### src/hw/rtl/fq_pkg.sv
// ----------------------------------------------------------------------------
// fq_pkg
// Shared command codes, status codes and control structs for the FIFO queue
// with match counting.
// ----------------------------------------------------------------------------
package fq_pkg;

    localparam int OPCODE_BITS = 3;
    localparam int VALUE_BITS  = 32;
    localparam int STATUS_BITS = 2;

    localparam logic [OPCODE_BITS-1:0] OP_ENQ   = 3'd0;
    localparam logic [OPCODE_BITS-1:0] OP_DEQ   = 3'd1;
    localparam logic [OPCODE_BITS-1:0] OP_PEEK  = 3'd2;
    localparam logic [OPCODE_BITS-1:0] OP_CLEAR = 3'd3;
    localparam logic [OPCODE_BITS-1:0] OP_COUNT = 3'd4;
    localparam logic [OPCODE_BITS-1:0] OP_CHECK = 3'd5;

    localparam logic [STATUS_BITS-1:0] STATUS_OK    = 2'd0;
    localparam logic [STATUS_BITS-1:0] STATUS_EMPTY = 2'd1;
    localparam logic [STATUS_BITS-1:0] STATUS_FULL  = 2'd2;

    // Command broadcast from the controller to the whole cell chain.
    typedef struct packed {
        logic load;
        logic shift;
        logic rotate;
    } chain_cmd_t;

    // Decoded control for one cell of the chain.
    typedef struct packed {
        logic load;
        logic shift;
        logic wrap;
    } cell_ctrl_t;

endpackage

### src/hw/rtl/fifo_queue_with_match_count_core.sv
// ----------------------------------------------------------------------------
// fifo_queue_with_match_count_core
// FIFO queue of words held in a chain of cells, with match counting and a
// never-increasing check.
// ----------------------------------------------------------------------------
// The queue front always sits in cell 0 of a chain of DEPTH cells. Enqueue,
// dequeue, peek, clear and unused opcodes register their result at the edge
// that accepts the transaction. Count and the decreasing check rotate the
// occupied cells once through the chain while the front cell is compared, and
// register their result as the rotation ends; with too few entries to scan,
// the result is registered at the accepting edge. One transaction is in work
// at a time; a new one is accepted at the same edge that the previous result
// is taken.
module fifo_queue_with_match_count_core #(
    parameter int DEPTH     = 16,
    parameter int WORD_BITS = 32
) (
    input  logic                              clk,
    input  logic                              rst_n,
    input  logic                              in_valid,
    output logic                              in_stall,
    input  logic [fq_pkg::OPCODE_BITS-1:0]    opcode,
    input  logic [fq_pkg::VALUE_BITS-1:0]     value,
    output logic                              out_valid,
    input  logic                              out_stall,
    output logic [fq_pkg::VALUE_BITS-1:0]     data_out,
    output logic [$clog2(DEPTH+1)-1:0]        match_count,
    output logic                              is_decreasing,
    output logic [fq_pkg::STATUS_BITS-1:0]    status,
    output logic [$clog2(DEPTH+1)-1:0]        occupancy
);
    import fq_pkg::*;

    localparam int CNT_W = $clog2(DEPTH+1);

    logic [WORD_BITS-1:0] words [DEPTH];
    logic [WORD_BITS-1:0] load_word;
    chain_cmd_t           chain_cmd;
    logic [CNT_W-1:0]     fill;

    fq_ctrl #(
        .DEPTH     (DEPTH),
        .WORD_BITS (WORD_BITS)
    ) u_ctrl (
        .clk           (clk),
        .rst_n         (rst_n),
        .in_valid      (in_valid),
        .in_stall      (in_stall),
        .opcode        (opcode),
        .value         (value),
        .out_valid     (out_valid),
        .out_stall     (out_stall),
        .data_out      (data_out),
        .match_count   (match_count),
        .is_decreasing (is_decreasing),
        .status        (status),
        .occupancy     (occupancy),
        .front_word    (words[0]),
        .second_word   (words[1]),
        .load_word     (load_word),
        .chain_cmd     (chain_cmd),
        .fill          (fill)
    );

    for (genvar i = 0; i < DEPTH; i++)
    begin : g_cell
        cell_ctrl_t           ctrl;
        logic [WORD_BITS-1:0] next_word;

        assign ctrl.load  = chain_cmd.load && (fill == CNT_W'(i));
        assign ctrl.shift = chain_cmd.shift;
        // While rotating, the last occupied cell takes the front word.
        assign ctrl.wrap  = chain_cmd.rotate ? (fill == CNT_W'(i + 1))
                                             : (i == DEPTH - 1);

        if (i < DEPTH - 1)
        begin : g_inner
            assign next_word = words[i + 1];
        end
        else
        begin : g_last
            assign next_word = words[0];
        end

        fq_cell #(
            .WORD_BITS (WORD_BITS)
        ) u_cell (
            .clk       (clk),
            .ctrl      (ctrl),
            .load_word (load_word),
            .next_word (next_word),
            .wrap_word (words[0]),
            .word      (words[i])
        );
    end

endmodule

### src/hw/rtl/fq_cell.sv
// ----------------------------------------------------------------------------
// fq_cell
// One storage cell of the queue chain: loads a new word, takes its neighbor's
// word when the chain shifts, or takes the front word when the chain wraps.
// ----------------------------------------------------------------------------
module fq_cell #(
    parameter int WORD_BITS = 32
) (
    input  logic                  clk,
    input  fq_pkg::cell_ctrl_t    ctrl,
    input  logic [WORD_BITS-1:0]  load_word,
    input  logic [WORD_BITS-1:0]  next_word,
    input  logic [WORD_BITS-1:0]  wrap_word,
    output logic [WORD_BITS-1:0]  word
);
    import fq_pkg::*;

    logic [WORD_BITS-1:0] word_reg;
    logic [WORD_BITS-1:0] word_next;

    always_comb
    begin
        word_next = word_reg;
        if (ctrl.load)
        begin
            word_next = load_word;
        end
        else if (ctrl.shift)
        begin
            word_next = ctrl.wrap ? wrap_word : next_word;
        end
    end

    always_ff @(posedge clk)
    begin
        word_reg <= word_next;
    end

    assign word = word_reg;

endmodule

### src/hw/rtl/fq_ctrl.sv
// ----------------------------------------------------------------------------
// fq_ctrl
// Command controller: handshakes, fill level, scan sequencing for the count
// and decreasing-check commands, and the registered result.
// ----------------------------------------------------------------------------
module fq_ctrl #(
    parameter int DEPTH     = 16,
    parameter int WORD_BITS = 32
) (
    input  logic                                   clk,
    input  logic                                   rst_n,
    input  logic                                   in_valid,
    output logic                                   in_stall,
    input  logic [fq_pkg::OPCODE_BITS-1:0]         opcode,
    input  logic [fq_pkg::VALUE_BITS-1:0]          value,
    output logic                                   out_valid,
    input  logic                                   out_stall,
    output logic [fq_pkg::VALUE_BITS-1:0]          data_out,
    output logic [$clog2(DEPTH+1)-1:0]             match_count,
    output logic                                   is_decreasing,
    output logic [fq_pkg::STATUS_BITS-1:0]         status,
    output logic [$clog2(DEPTH+1)-1:0]             occupancy,
    input  logic [WORD_BITS-1:0]                   front_word,
    input  logic [WORD_BITS-1:0]                   second_word,
    output logic [WORD_BITS-1:0]                   load_word,
    output fq_pkg::chain_cmd_t                     chain_cmd,
    output logic [$clog2(DEPTH+1)-1:0]             fill
);
    import fq_pkg::*;

    localparam int CNT_W = $clog2(DEPTH+1);
    localparam int IDX_W = $clog2(DEPTH);
    localparam int EXT_W = (WORD_BITS > VALUE_BITS) ? WORD_BITS : VALUE_BITS;

    typedef enum logic [1:0] {
        ST_IDLE = 2'b01,
        ST_SCAN = 2'b10
    } state_t;

    state_t                  state_reg, state_next;
    logic [CNT_W-1:0]        fill_reg, fill_next;
    logic [IDX_W-1:0]        step_reg, step_next;
    logic [CNT_W-1:0]        acc_reg, acc_next;
    logic                    decr_reg, decr_next;
    logic                    check_reg, check_next;
    logic [WORD_BITS-1:0]    key_reg, key_next;

    logic                    out_valid_reg, out_valid_next;
    logic [VALUE_BITS-1:0]   data_reg;
    logic [CNT_W-1:0]        match_reg;
    logic                    decr_out_reg;
    logic [STATUS_BITS-1:0]  status_reg;
    logic [CNT_W-1:0]        occ_reg;

    logic                    accept;
    logic                    res_load;
    logic [VALUE_BITS-1:0]   res_data;
    logic [CNT_W-1:0]        res_match;
    logic                    res_decr;
    logic [STATUS_BITS-1:0]  res_status;
    logic [EXT_W-1:0]        value_ext;
    logic [EXT_W-1:0]        front_ext;
    logic [WORD_BITS-1:0]    value_word;
    logic                    hit;
    logic                    rise;
    logic                    last_step;
    logic [CNT_W-1:0]        acc_sum;

    assign value_ext  = EXT_W'(value);
    assign value_word = value_ext[WORD_BITS-1:0];
    assign front_ext  = EXT_W'(front_word);

    // A pending result that is not taken holds off the next transaction.
    assign in_stall = (state_reg == ST_SCAN) || (out_valid_reg && out_stall);
    assign accept   = in_valid && !in_stall;

    assign hit       = (front_word == key_reg);
    assign rise      = (front_word < second_word);
    assign last_step = ((CNT_W'(step_reg) + CNT_W'(1)) == fill_reg);
    assign acc_sum   = acc_reg + CNT_W'(hit);

    always_comb
    begin
        chain_cmd  = '0;
        res_load   = 1'b0;
        res_data   = '0;
        res_match  = '0;
        res_decr   = 1'b0;
        res_status = STATUS_OK;
        state_next = state_reg;
        fill_next  = fill_reg;
        step_next  = step_reg;
        acc_next   = acc_reg;
        decr_next  = decr_reg;
        check_next = check_reg;
        key_next   = key_reg;

        unique case (state_reg)
            ST_IDLE:
            begin
                if (accept)
                begin
                    case (opcode)
                        OP_ENQ:
                        begin
                            res_load = 1'b1;
                            if (fill_reg == CNT_W'(DEPTH))
                            begin
                                res_status = STATUS_FULL;
                            end
                            else
                            begin
                                chain_cmd.load = 1'b1;
                                fill_next      = fill_reg + CNT_W'(1);
                            end
                        end
                        OP_DEQ, OP_PEEK:
                        begin
                            res_load = 1'b1;
                            if (fill_reg == '0)
                            begin
                                res_status = STATUS_EMPTY;
                            end
                            else
                            begin
                                res_data = front_ext[VALUE_BITS-1:0];
                                if (opcode == OP_DEQ)
                                begin
                                    chain_cmd.shift = 1'b1;
                                    fill_next       = fill_reg - CNT_W'(1);
                                end
                            end
                        end
                        OP_CLEAR:
                        begin
                            res_load  = 1'b1;
                            fill_next = '0;
                        end
                        OP_COUNT:
                        begin
                            if (fill_reg == '0)
                            begin
                                res_load = 1'b1;
                            end
                            else
                            begin
                                state_next = ST_SCAN;
                                step_next  = '0;
                                acc_next   = '0;
                                decr_next  = 1'b1;
                                check_next = 1'b0;
                                key_next   = value_word;
                            end
                        end
                        OP_CHECK:
                        begin
                            if (fill_reg < CNT_W'(2))
                            begin
                                res_load = 1'b1;
                            end
                            else
                            begin
                                state_next = ST_SCAN;
                                step_next  = '0;
                                acc_next   = '0;
                                decr_next  = 1'b1;
                                check_next = 1'b1;
                                key_next   = value_word;
                            end
                        end
                        default:
                        begin
                            res_load = 1'b1;
                        end
                    endcase
                end
            end
            ST_SCAN:
            begin
                // The occupied part of the chain rotates once; at the end of the scan
                // every entry is back in its original cell.
                chain_cmd.shift  = 1'b1;
                chain_cmd.rotate = 1'b1;
                if (!check_reg)
                begin
                    acc_next = acc_sum;
                end
                else if (!last_step && rise)
                begin
                    decr_next = 1'b0;
                end
                if (last_step)
                begin
                    state_next = ST_IDLE;
                    res_load   = 1'b1;
                    res_match  = check_reg ? '0 : acc_sum;
                    res_decr   = check_reg && decr_reg;
                end
                else
                begin
                    step_next = step_reg + IDX_W'(1);
                end
            end
            default:
            begin
                state_next = ST_IDLE;
            end
        endcase
    end

    always_comb
    begin
        if (res_load)
        begin
            out_valid_next = 1'b1;
        end
        else if (!out_stall)
        begin
            out_valid_next = 1'b0;
        end
        else
        begin
            out_valid_next = out_valid_reg;
        end
    end

    always_ff @(posedge clk or negedge rst_n)
    begin
        if (!rst_n)
        begin
            state_reg     <= ST_IDLE;
            fill_reg      <= '0;
            out_valid_reg <= 1'b0;
        end
        else
        begin
            state_reg     <= state_next;
            fill_reg      <= fill_next;
            out_valid_reg <= out_valid_next;
        end
    end

    always_ff @(posedge clk)
    begin
        step_reg  <= step_next;
        acc_reg   <= acc_next;
        decr_reg  <= decr_next;
        check_reg <= check_next;
        key_reg   <= key_next;
        if (res_load)
        begin
            data_reg     <= res_data;
            match_reg    <= res_match;
            decr_out_reg <= res_decr;
            status_reg   <= res_status;
            occ_reg      <= fill_next;
        end
    end

    assign out_valid     = out_valid_reg;
    assign data_out      = data_reg;
    assign match_count   = match_reg;
    assign is_decreasing = decr_out_reg;
    assign status        = status_reg;
    assign occupancy     = occ_reg;
    assign load_word     = value_word;
    assign fill          = fill_reg;

`ifndef SYNTHESIS
    a_fill_bound: assert property (@(posedge clk) disable iff (!rst_n)
        fill_reg <= CNT_W'(DEPTH))
        else $error("fill level exceeds queue depth");

    a_scan_fill_stable: assert property (@(posedge clk) disable iff (!rst_n)
        (state_reg == ST_SCAN) |=> (fill_reg == $past(fill_reg)))
        else $error("fill level changed during a scan");

    a_scan_step_range: assert property (@(posedge clk) disable iff (!rst_n)
        (state_reg == ST_SCAN) |-> (CNT_W'(step_reg) < fill_reg))
        else $error("scan step ran past the occupied cells");

    a_no_overwrite: assert property (@(posedge clk) disable iff (!rst_n)
        (out_valid_reg && out_stall) |-> !res_load)
        else $error("result overwritten while stalled");
`endif

endmodule

### config.mk
export PLATFORM = sky130hd
export DESIGN_NAME = fifo_queue_with_match_count_core
export DESIGN_NICKNAME = d
export VERILOG_FILES = /design/src/hw/rtl/fq_pkg.sv /design/src/hw/rtl/fifo_queue_with_match_count_core.sv /design/src/hw/rtl/fq_cell.sv /design/src/hw/rtl/fq_ctrl.sv
export SDC_FILE = /design/constraint.sdc
export NUM_CORES = 1
export LEC_CHECK = 0
export BUFFER_PORTS_ARGS = -buffer_cell sky130_fd_sc_hd__buf_2
export CAP_MARGIN = 25
export CORE_UTILIZATION = 35
export DETAILED_ROUTE_END_ITERATION = 16
export SLEW_MARGIN = 5
export SYNTH_ARGS = -nofsm -noshare
export SYNTH_HDL_FRONTEND = slang
export SYNTH_SLANG_ARGS = --single-unit
### constraint.sdc
create_clock -name clk -period 6.6 [get_ports clk]
set_input_delay 0.99 -clock clk [delete_from_list [all_inputs] [get_ports clk]]
set_output_delay 0.99 -clock clk [all_outputs]
set_load 0.01 [all_outputs]
-- After elaboration in Yosys (flattened, before gate mapping)
Index checks and enable logic that the tools add are counted.
- register bits: 608
- latch bits: 0
- bits in writable memories: 0
- memory bits (read-only): 0
- input bits: 39
- memories kept: 0
- $add $sub $neg: 5
- $mul: 0
- divide/modulo/power cells: 0
- order comparisons: 2
- equal/unequal tests: 38
- shift-type cells: 0
- mux-type cells: 118
- bitwise gates (word level): 5
- reductions and logical operators: 54
- operators with widths (operator ; count):
    $mux W32 ; 49
    $pmux W32 S2 ; 1
    $mux W5 ; 9
    $eq A5 B4 Y1 const B ; 8
    $reduce_bool A2 Y1 ; 18
    $mux W1 ; 35
    $eq A32 B32 Y1 ; 1
    $lt A32 B32 Y1 ; 1
    $eq A5 B3 Y1 const B ; 4
    $logic_and A1 B1 Y1 ; 20
    $pmux W5 S2 ; 2
    $mux W4 ; 4
    $pmux W4 S2 ; 2
    $pmux W5 S3 ; 1
    $mux W2 ; 6
    $ne A2 B2 Y1 const B ; 6
    $pmux W1 S2 ; 6
    $pmux W2 S2 ; 3
    $reduce_and A6 Y1 ; 2
    $eq A5 B2 Y1 const B ; 2
    $reduce_and A5 Y1 ; 2
    $ne A3 B3 Y1 const B ; 3
    $ne A2 B1 Y1 const B ; 4
    $reduce_and A7 Y1 ; 1
    other kinds (23) ; 32

-- Longest topological paths before layout
Gate-level depths: netlist (run 1).
- depth after elaboration: 9
- gate-level depth with buffers: 10

-- Hierarchy
A second synthesis (run 1) with hierarchy kept.
- cell total of the unflattened synthesis: 2736
- area, all modules: 32288.5 µm²
- by module, submodules not included (module ; times used ; cells each ; area each (µm²)):
    fq_cell ; 16 ; 140 ; 1672.9
    fq_ctrl ; 1 ; 448 ; 5272.6
    fifo_queue_with_match_count_core ; 1 ; 48 ; 250.2

-- Worst setup path after synthesis (run 1)
No wires, ideal clock.
- kind: input to register
- from: input out_stall
- to: register u_ctrl.data_reg[0] (netlist: u_ctrl.data_out[0]), enable pin
- library setup time: 0.464 ns
- data arrival time: 3.971 ns
- slack: 2.165 ns
- stages on the path: 5
- buffers on the path: 1
- cell sequence: a21oi_2 > nand3_1 > buf_2 > nand2b_1 > a21oi_1
- longest elaborated chain between the ends: 6
- RTL lines (item ; line ; RTL):
    start, declared ; fifo_queue_with_match_count_core.sv:25 ; input logic out_stall,
    $logic_and A1 B1 Y1 ; fq_ctrl.sv:74 ; assign in_stall = (state_reg == ST_SCAN) || (out_valid_reg && out_stall);
    $logic_or A1 B1 Y1 ; fq_ctrl.sv:74 ;
    $logic_not A1 Y1 ; fq_ctrl.sv:75 ; assign accept = in_valid && !in_stall;
    $logic_and A1 B1 Y1 ; fq_ctrl.sv:75 ;
    $mux W1 ; fq_ctrl.sv:101 ; if (accept)
    $pmux W1 S2 ; fq_ctrl.sv:98 ; unique case (state_reg)
    end signal, assigned ; fq_ctrl.sv:252 ; data_reg <= res_data;
    end, declared ; fq_ctrl.sv:49 ; logic [VALUE_BITS-1:0] data_reg;
No other way between the ends.
A chain may end at the register's enable or synchronous reset.

-- Worst setup path after layout (run 1)
- from: register u_ctrl.fill_reg[0] (netlist: u_ctrl.fill[0])
- to: register g_cell[10].u_cell.word_reg[5], enable pin
- longest elaborated chain between the ends: 7
- RTL lines (item ; line ; RTL):
    start, declared ; fq_ctrl.sv:41 ; logic [CNT_W-1:0] fill_reg, fill_next;
    start signal, assigned ; fq_ctrl.sv:238 ; fill_reg <= fill_next;
    $eq A5 B5 Y1 ; fq_ctrl.sv:107 ; if (fill_reg == CNT_W'(DEPTH))
    $mux W1 ; fq_ctrl.sv:107 ;
    $mux W1 ; fq_ctrl.sv:103 ; case (opcode)
    $mux W2 ; fq_ctrl.sv:101 ;
    $mux W1 ; fq_ctrl.sv:98 ;
    $logic_and A1 B1 Y1 ; fifo_queue_with_match_count_core.sv:70 ; assign ctrl.load = chain_cmd.load && (fill == CNT_W'(i));
    $reduce_bool A2 Y1 (no line) * ; -- ;
    end signal, assigned ; fq_cell.sv:36 ; word_reg <= word_next;
    end, declared ; fq_cell.sv:18 ; logic [WORD_BITS-1:0] word_reg;
Mark *: on every way between the ends. The rest lies on a longest branch, timed or not.

==> results.md, run 1 <==
- Sw Share: 21.22%
- Post-layout net count: 2,726
- Max cap viols: 0
- Worst VDD drop: 180.7 uV
- Initial core utilization: 35.57%
- Vias/cell: 5.400
- Global-route met3 utilization: 3.208%
- Routed Antenna Nets: 0
- Post-synthesis sequential area ratio: 58.67%
- Resized cells post-CTS: 0
- Core footprint: 87,290 um2
- Slew Viols, Final: 0
- # IOs: 86
- Final setup fails: 0
- Initial antenna violation count: 5
- Busiest grt layer: met2
- Switch Pwr: 0.001739 W
- Die height: 299.9 um
- Avg WL per Cell: 24.33 um
- Post-Syn Nets: 2,762
- Clock Skew: 0.03421 ns
- FILL cells: 8,205
- Die Span X: 299.9 um
- PnR worst setup slack: 2.842 ns
- Hold Slack: 0.2070 ns
- Netlist cell types: 58
- Synthesized area: 31,050 um2
- Worst path required time: 6.74 ns
- GR Util met1: 26.22%
- Largest net degree at the start of global routing: 66
- Reg power frac: 51.0%
- Worst-margin pin slew: 1.037 ns
- Logic pwr share: 1.6%
- Fmax: 0.2661 GHz
- EDFF count, synth: 600
- Synth top area share: 58.02%
- Static leakage: 13.49 nW
- GRT overflow: 0
- Drc violations: 0
- Synth area leaders: edfxtp_1, mux2i_1, a21oi_1, nor2_1, buf_2
- Max-slew headroom: 30.71%
- Gate Count Post-Synth: 2,681
- GRT Util Overall: 20.51%
- CP Launch Type: flip-flop
- Share of layout cells above drive strength 1: 12.68%
- Outcome: finished, final reports clean
- Synth-to-Final Area Change: 12.74%
- Final WL: 93.83 mm
- Clk buf depth: 3
- Async SR Flop Fraction: 1.316%
- CP Max Fanout: 32
- Min Tclk post-route: 3.758 ns
- Clk Latency, worst-skew pair: 0.62 ns
- Final hold viol count: 0
- Port buffer count: 85
- Total CTS buffers: 70
- First-pass GRT wire length: 135.7 mm
- GPL Wtd Cong: 0.8682
- Cell Pwr Density: 234.1 nW/um2
- CTS tree: built
- Root Driver: clkbuf_16
- Post-CTS setup buffers: 0
- Pre-CTS setup slack: 2.040 ns
- Yosys Warn Count: 0
- Ys flop type: edfxtp_1
- RSZ-0062 raised after global routing: no
- # clock sinks: 608
- Vias in the first global route: 20,490
- Multi-input gate area: 11,680 um2
- Period utilization: 56.93%
- Clk slew on worst S/H paths: 0.06 ns
- Clock Power Share: 47.4%
- FP Rows: 108
- Storage cell area: 18,220 um2
- Largest register FFs: 512
- DRT iter0 DRCs: 2,274
- Vias: 20,830
- Min-Delay Path Class: in -> async
- Final setup TNS: 0 ns
- Pint: 0.006456 W
- Crit path arrival time: 3.90 ns
- Synth cell count leaders: edfxtp_1, nor2_1, mux2i_1
- Critical Path End Type: flip-flop
- Mean area per synthesized cell: 11.58 um2
- Post-layout util: 40.10%
- First-pass DRT Iterations: 5
- CTS H-tree lvls: 3
- Largest area contributor in the netlist: edfxtp_1
- Flops & latches, synth: 608
- Detail Placement HPWL: 58.29 mm
- Top-count cell post-synth: edfxtp_1
- Cts hold-fix bufs: 0
- Die area: 89,910 um2
- WS Path Type: reg -> reg
- GR Util met2: 34.75%
==> final timing paths <==
kind	startpoint	to	slack, ns	depth (start not counted)
worst max register to register	u_ctrl.fill[0]	g_cell[10].u_cell.word[5]	2.84	9
worst min register to register	u_ctrl.out_valid	u_ctrl.out_valid	0.53	1
max in group asynchronous	rst_n	u_ctrl.state_reg[0]	6.15	1
worst min-delay path	rst_n	u_ctrl.fill[3]	0.21	1
min in group clk	u_ctrl.out_valid	u_ctrl.out_valid	0.53	1
worst max-delay path	u_ctrl.fill[0]	g_cell[10].u_cell.word[5]	2.84	9
==> per-layer routing <==
metal  routed length [um]  part of all wire, %
met1                37190                   40
met2                45760                   49
met3                 7322                  7.8
met4                 3550                  3.8
met5                   10                0.011
==> cells by family (layout without fill, tap and decap cells) <==
kind of cell	Yosys count	after routing	synth area share (%)
AO/OA/AOI/OAI	533	533	8.804
XOR/XNOR	43	43	1.306
adder cells (fa/ha/maj)	42	42	1.692
buffers and inverters	299	316	4.376
flip-flops	608	608	58.67
multiplexers	480	480	15.95
other	0	4	0
AND/OR/NAND/NOR	676	676	9.195
==> critical path, stage by stage (launching register included) <==
cell	delay, ns
dfrtp_1	0.49
inv_1	0.20
ha_1	0.25
nor2b_1	0.64
nand2_1	0.30
nand3_1	0.22
nor2_1	0.08
o21bai_2	0.14
buf_4	0.37
nand2_2	0.57
==> area by class of cell <==
type | instances | share of cell area, %
clock inverters | 41 | 1.040
inverters | 41 | 0.4396
clock buffers | 84 | 5.454
well taps | 1155 | 4.128
repair buffers | 150 | 3.510
diodes | 4 | 0.02859
multi-input cells | 1774 | 33.35
flip-flops and latches | 608 | 52.04
==> power groups by stage <==
stage / clock, W / combinational [W] / sequential (W)
4_1_cts: 0.00394 / 0.000129 / 0.00418
2_1_floorplan: 0 / 0.0000332 / 0.00426
3_3_place_gp: 0 / 0.000129 / 0.00426
5_1_grt: 0.00407 / 0.000131 / 0.00418
3_5_place_dp: 0 / 0.000129 / 0.00426
6_report: 0.00388 / 0.000132 / 0.00418
==> metrics by stage <==
step	power [W]	std cells	area, um2
after global routing	0.008377	3853	35000
final	0.008195	3857	35010
after detailed placement	0.004390	3709	32340
after CTS	0.008248	3834	34620
after floorplan	0.004294	2681	31050
after global placement	0.004389	3704	32230
==> layout by cell type (no fill, tap or decap), drive strengths merged, types with 6 or more instances in the layout <==
cell type / n
buf: 150
clkinv: 31
ha: 42
nand4: 8
dfrtp: 7
mux2i: 448
edfxtp: 600
nor2: 460
inv: 42
nor4: 10
o21ai: 73
nor3: 6
xor2: 36
nand2: 110
nand3: 20
a21oi: 436
nor2b: 6
clkbuf: 84
mux2: 32
and2: 38
Power figures use the tool's default switching activity.
==> run 2, diff against run 1 <==
--- a/config.mk
+++ b/config.mk
@@ -5,6 +5,7 @@
 export SDC_FILE = /design/constraint.sdc
 export NUM_CORES = 1
 export LEC_CHECK = 0
+export ABC_AREA = 1
 export BUFFER_PORTS_ARGS = -buffer_cell sky130_fd_sc_hd__buf_2
 export CAP_MARGIN = 25
 export CORE_UTILIZATION = 35
==> constraint.sdc (replaced) <==
create_clock -name clk -period 3.1 [get_ports clk]
set_input_delay 0.465 -clock clk [delete_from_list [all_inputs] [get_ports clk]]
set_output_delay 0.465 -clock clk [all_outputs]
set_load 0.01 [all_outputs]
==> run 2 against run 1 <==
Compared with the run above: count of clock-buffer cells in the layout is 1 higher; critical endpoint is now g_cell[4].u_cell.word[8]; synthesized cell count is 23% higher; largest cell class unchanged; utilization is 0.79 points lower.
==> results.md, run 2 <==
- Final setup TNS: 0 ns (unchanged)
- Largest register FFs: 512 (unchanged)
- Period utilization: 92.09% (was 56.93%)
- Worst-margin pin slew: 0.9494 ns (was 1.037 ns)
- Max-slew headroom: 36.63% (was 30.71%)
- Clk Latency, worst-skew pair: 0.62 ns (about the same)
- Vias in the first global route: 22,730 (was 20,490)
- Min Tclk post-route: 2.855 ns (was 3.758 ns)
- Core footprint: 87,020 um2 (was 87,290 um2)
- Crit path arrival time: 3.16 ns (was 3.90 ns)
- Synth top area share: 58.48% (was 58.02%)
- Vias: 23,030 (was 20,830)
- Critical Path End Type: flip-flop (unchanged)
- Die Span X: 298.7 um (was 299.9 um)
- Final hold viol count: 0 (unchanged)
- Total CTS buffers: 70 (unchanged)
- Initial antenna violation count: 0 (was 5)
- Clock Skew: 0.01933 ns (was 0.03421 ns)
- Die height: 298.7 um (was 299.9 um)
- Largest area contributor in the netlist: edfxtp_1 (unchanged)
- Top-count cell post-synth: nand2_1 (was edfxtp_1)
- Post-Synth XOR/XNOR Area: 1.023% (was 1.306%)
- Final WL: 82.03 mm (was 93.83 mm)
- Worst VDD drop: 355.8 uV (was 180.7 uV)
- Initial core utilization: 35.40% (was 35.57%)
- Commonest cells after routing, fill and taps aside: nand2_1, o21ai_0, edfxtp_1, o21ai_1, inv_1 (was edfxtp_1, mux2i_1, nor2_1, a21oi_1, nand2_1)
- FILL cells: 8,789 (was 8,205)
- Fraction of the mapped netlist area in compound gates: 16.62% (was 8.804%)
- Post-layout net count: 3,347 (was 2,726)
- Yosys Warn Count: 0 (unchanged)
- Routed Antenna Nets: 0 (unchanged)
- Crit-path most repeated cell: inv_2
- Commonest non-fill, non-tap cell in the layout: nand2_1 (was edfxtp_1)
- Outcome: finished, final reports clean (unchanged)
- Cell Pwr Density: 494.5 nW/um2 (was 234.1 nW/um2)
- Flops & latches, synth: 608 (unchanged)
- Slew Viols, Final: 0 (unchanged)
- GRT overflow: 0 (unchanged)
- WS Path Type: reg -> reg (unchanged)
- Post-Syn Nets: 3,387 (was 2,762)
- CP Cell Sequence: inv_1, ha_1, inv_2, nand3_2, nor2_2, inv_2, nor2_8, nand2_2, nand2_1, buf_12 (was inv_1, ha_1, nor2b_1, nand2_1, nand3_1, nor2_1, o21bai_2, buf_4, nand2_2)
- Final setup fails: 0 (unchanged)
- Static leakage: 12.06 nW (was 13.49 nW)
- Detail Placement HPWL: 54.35 mm (was 58.29 mm)
- Root Driver: clkbuf_16 (unchanged)
- Ys flop type: edfxtp_1 (unchanged)
- Post-synthesis sequential area ratio: 59.13% (was 58.67%)
- EDFF count, synth: 600 (unchanged)
- Mux share of post-synthesis cell area: 0% (was 15.95%)
- Synth-to-Final Area Change: 11.05% (was 12.74%)
- First-pass DRT Iterations: 6 (was 5)
- Diodes inserted: 0 (was 4)
- Worst path required time: 3.41 ns (was 6.74 ns)
- Clk slew on worst S/H paths: 0.06 ns (about the same)
- Gate Count Post-Synth: 3,306 (was 2,681)
- First-pass GRT wire length: 128.1 mm (was 135.7 mm)
- Post-synthesis adder-cell area fraction: 1.706% (was 1.692%)
- Resized cells post-CTS: 0 (unchanged)
- DRT iter0 DRCs: 1,904 (was 2,274)
- Simple-Gate Fraction of Synth Area: 15.23% (was 9.195%)
- CP Launch Type: flip-flop (unchanged)
- Share of layout cells above drive strength 1: 9.677% (was 12.68%)
- Port buffer count: 85 (unchanged)
- Mean area per synthesized cell: 9.319 um2 (was 11.58 um2)
- # IOs: 86 (unchanged)
- Synth area leaders: edfxtp_1, nand2_1, o21ai_0, o21ai_1, clkbuf_1 (was edfxtp_1, mux2i_1, a21oi_1, nor2_1, buf_2)
- Clk buf depth: 3 (unchanged)
- Hold Slack: 0.04072 ns (was 0.2070 ns)
- GRT Util Overall: 18.24% (was 20.51%)
- Avg WL per Cell: 18.34 um (was 24.33 um)
- GPL Wtd Cong: 0.8048 (was 0.8682)
- CP max stage delay: 0.54 ns (was 0.64 ns)
- Async SR Flop Fraction: 1.316% (unchanged)
- RSZ-0062 raised after global routing: no (unchanged)
- Synth cell count leaders: nand2_1, o21ai_0, edfxtp_1 (was edfxtp_1, nor2_1, mux2i_1)
- Netlist cell types: 36 (was 58)
- Slowest stage cell, crit path: dfstp_2 (was nor2b_1)
- Drc violations: 0 (unchanged)
- CTS H-tree lvls: 3 (unchanged)
- Die area: 89,220 um2 (was 89,910 um2)
- Synthesized area: 30,810 um2 (was 31,050 um2)
- FP Rows: 108 (unchanged)
- Largest net degree at the start of global routing: 65 (was 66)
- Min-Delay Path Class: in -> reg (was in -> async)
- CP Max Fanout: 25 (was 32)
- Fmax: 0.3503 GHz (was 0.2661 GHz)
- # clock sinks: 608 (unchanged)
- Max cap viols: 0 (unchanged)
- Vias/cell: 5.150 (was 5.400)
- CTS tree: built (unchanged)
- Main combinational cell family by area after synthesis: compound AO/OA/AOI/OAI gates (was multiplexers)
[run 2: routing by layer]
layer / wire length (um) / GRT usage (%) / vias up
met5: 0 / 0 / -
li1: - / - / 11270
met4: 1733 / 4.628 / 0
met1: 33500 / 21.60 / 11120
met2: 43400 / 34.45 / 513
met3: 3396 / 2.406 / 123
[run 2: area by class of cell]
cell class | instances | area, um2 | area share (%)
sequential | 608 | 18220 | 53.25
multi-input combinational | 2293 | 10740 | 31.39
clock buffer | 85 | 1808 | 5.285
tap | 1155 | 1445 | 4.224
timing repair buffer | 156 | 1174 | 3.430
inverter | 137 | 514.2 | 1.503
clock inverter | 38 | 314.1 | 0.9179
[run 2: cells by family (layout without fill, tap and decap cells)]
kind of cell,count (synthesis),count (layout)
adders and majority gates,42,42
buffers and inverters,405,416
AOI/OAI and AO/OA,1003,1003
xor gates and xnor gates,36,36
and+or+nand+nor,1212,1212
DFF,608,608
[run 2: metrics by stage]
| stage | util (%) | cell area, um2 | cells | power, W | setup slack, ns |
|---|---|---|---|---|---|
| final | 39.31 | 34210 | 4472 | 0.01692 | 0.2452 |
| after global routing | 39.31 | 34210 | 4472 | 0.01737 | 0.05127 |
| after CTS | 39.31 | 34210 | 4472 | 0.01708 | 0.2626 |
| after detailed placement | 36.86 | 32080 | 4348 | 0.009286 | 0.2661 |
| after global placement | 36.86 | 32080 | 4348 | 0.009285 | 0.3031 |
| after floorplan | - | 30820 | 3306 | 0.009159 | 0.1009 |
[run 2: worst paths after layout]
| kind | slack [ns] | depth (start not counted) | startpoint | to |
|---|---|---|---|---|
| hold / removal | 0.04 | 1 | value[0] | u_ctrl.key_reg[0] |
| setup reg to reg | 0.25 | 10 | u_ctrl.state_reg[0] | g_cell[4].u_cell.word[8] |
| setup / recovery | 0.25 | 10 | u_ctrl.state_reg[0] | g_cell[4].u_cell.word[8] |
| hold reg to reg | 0.53 | 2 | u_ctrl.state_reg[0] | u_ctrl.state_reg[0] |
| max in group asynchronous | 2.62 | 2 | rst_n | u_ctrl.state_reg[0] |
| min in group asynchronous | 0.23 | 2 | rst_n | u_ctrl.fill[4] |
[run 2: critical path: cells and delay by family (launching register included)]
kind | cells | cell delay [ns]
fa+ha+maj | 1 | 0.21
buf+inv | 4 | 0.49
flops | 1 | 0.54
simple gates | 5 | 1.29
[run 2: what timing repair did]
item | CTS | global route
hold buffers | 1 | 0
hold endpoints to repair | 8 | 0
buffers inserted | 0 | 0
[run 2: where the power goes]
group / switching (W) / internal [W] / leakage (nW) / total, W
Clock: 0.00339 / 0.00442 / 1.04 / 0.00781
Sequential: 0.0000000000000000000304 / 0.00890 / 7.09 / 0.00890
Combinational: 0.000178 / 0.0000295 / 3.93 / 0.000208
Total: 0.00357 / 0.0134 / 12.1 / 0.0169
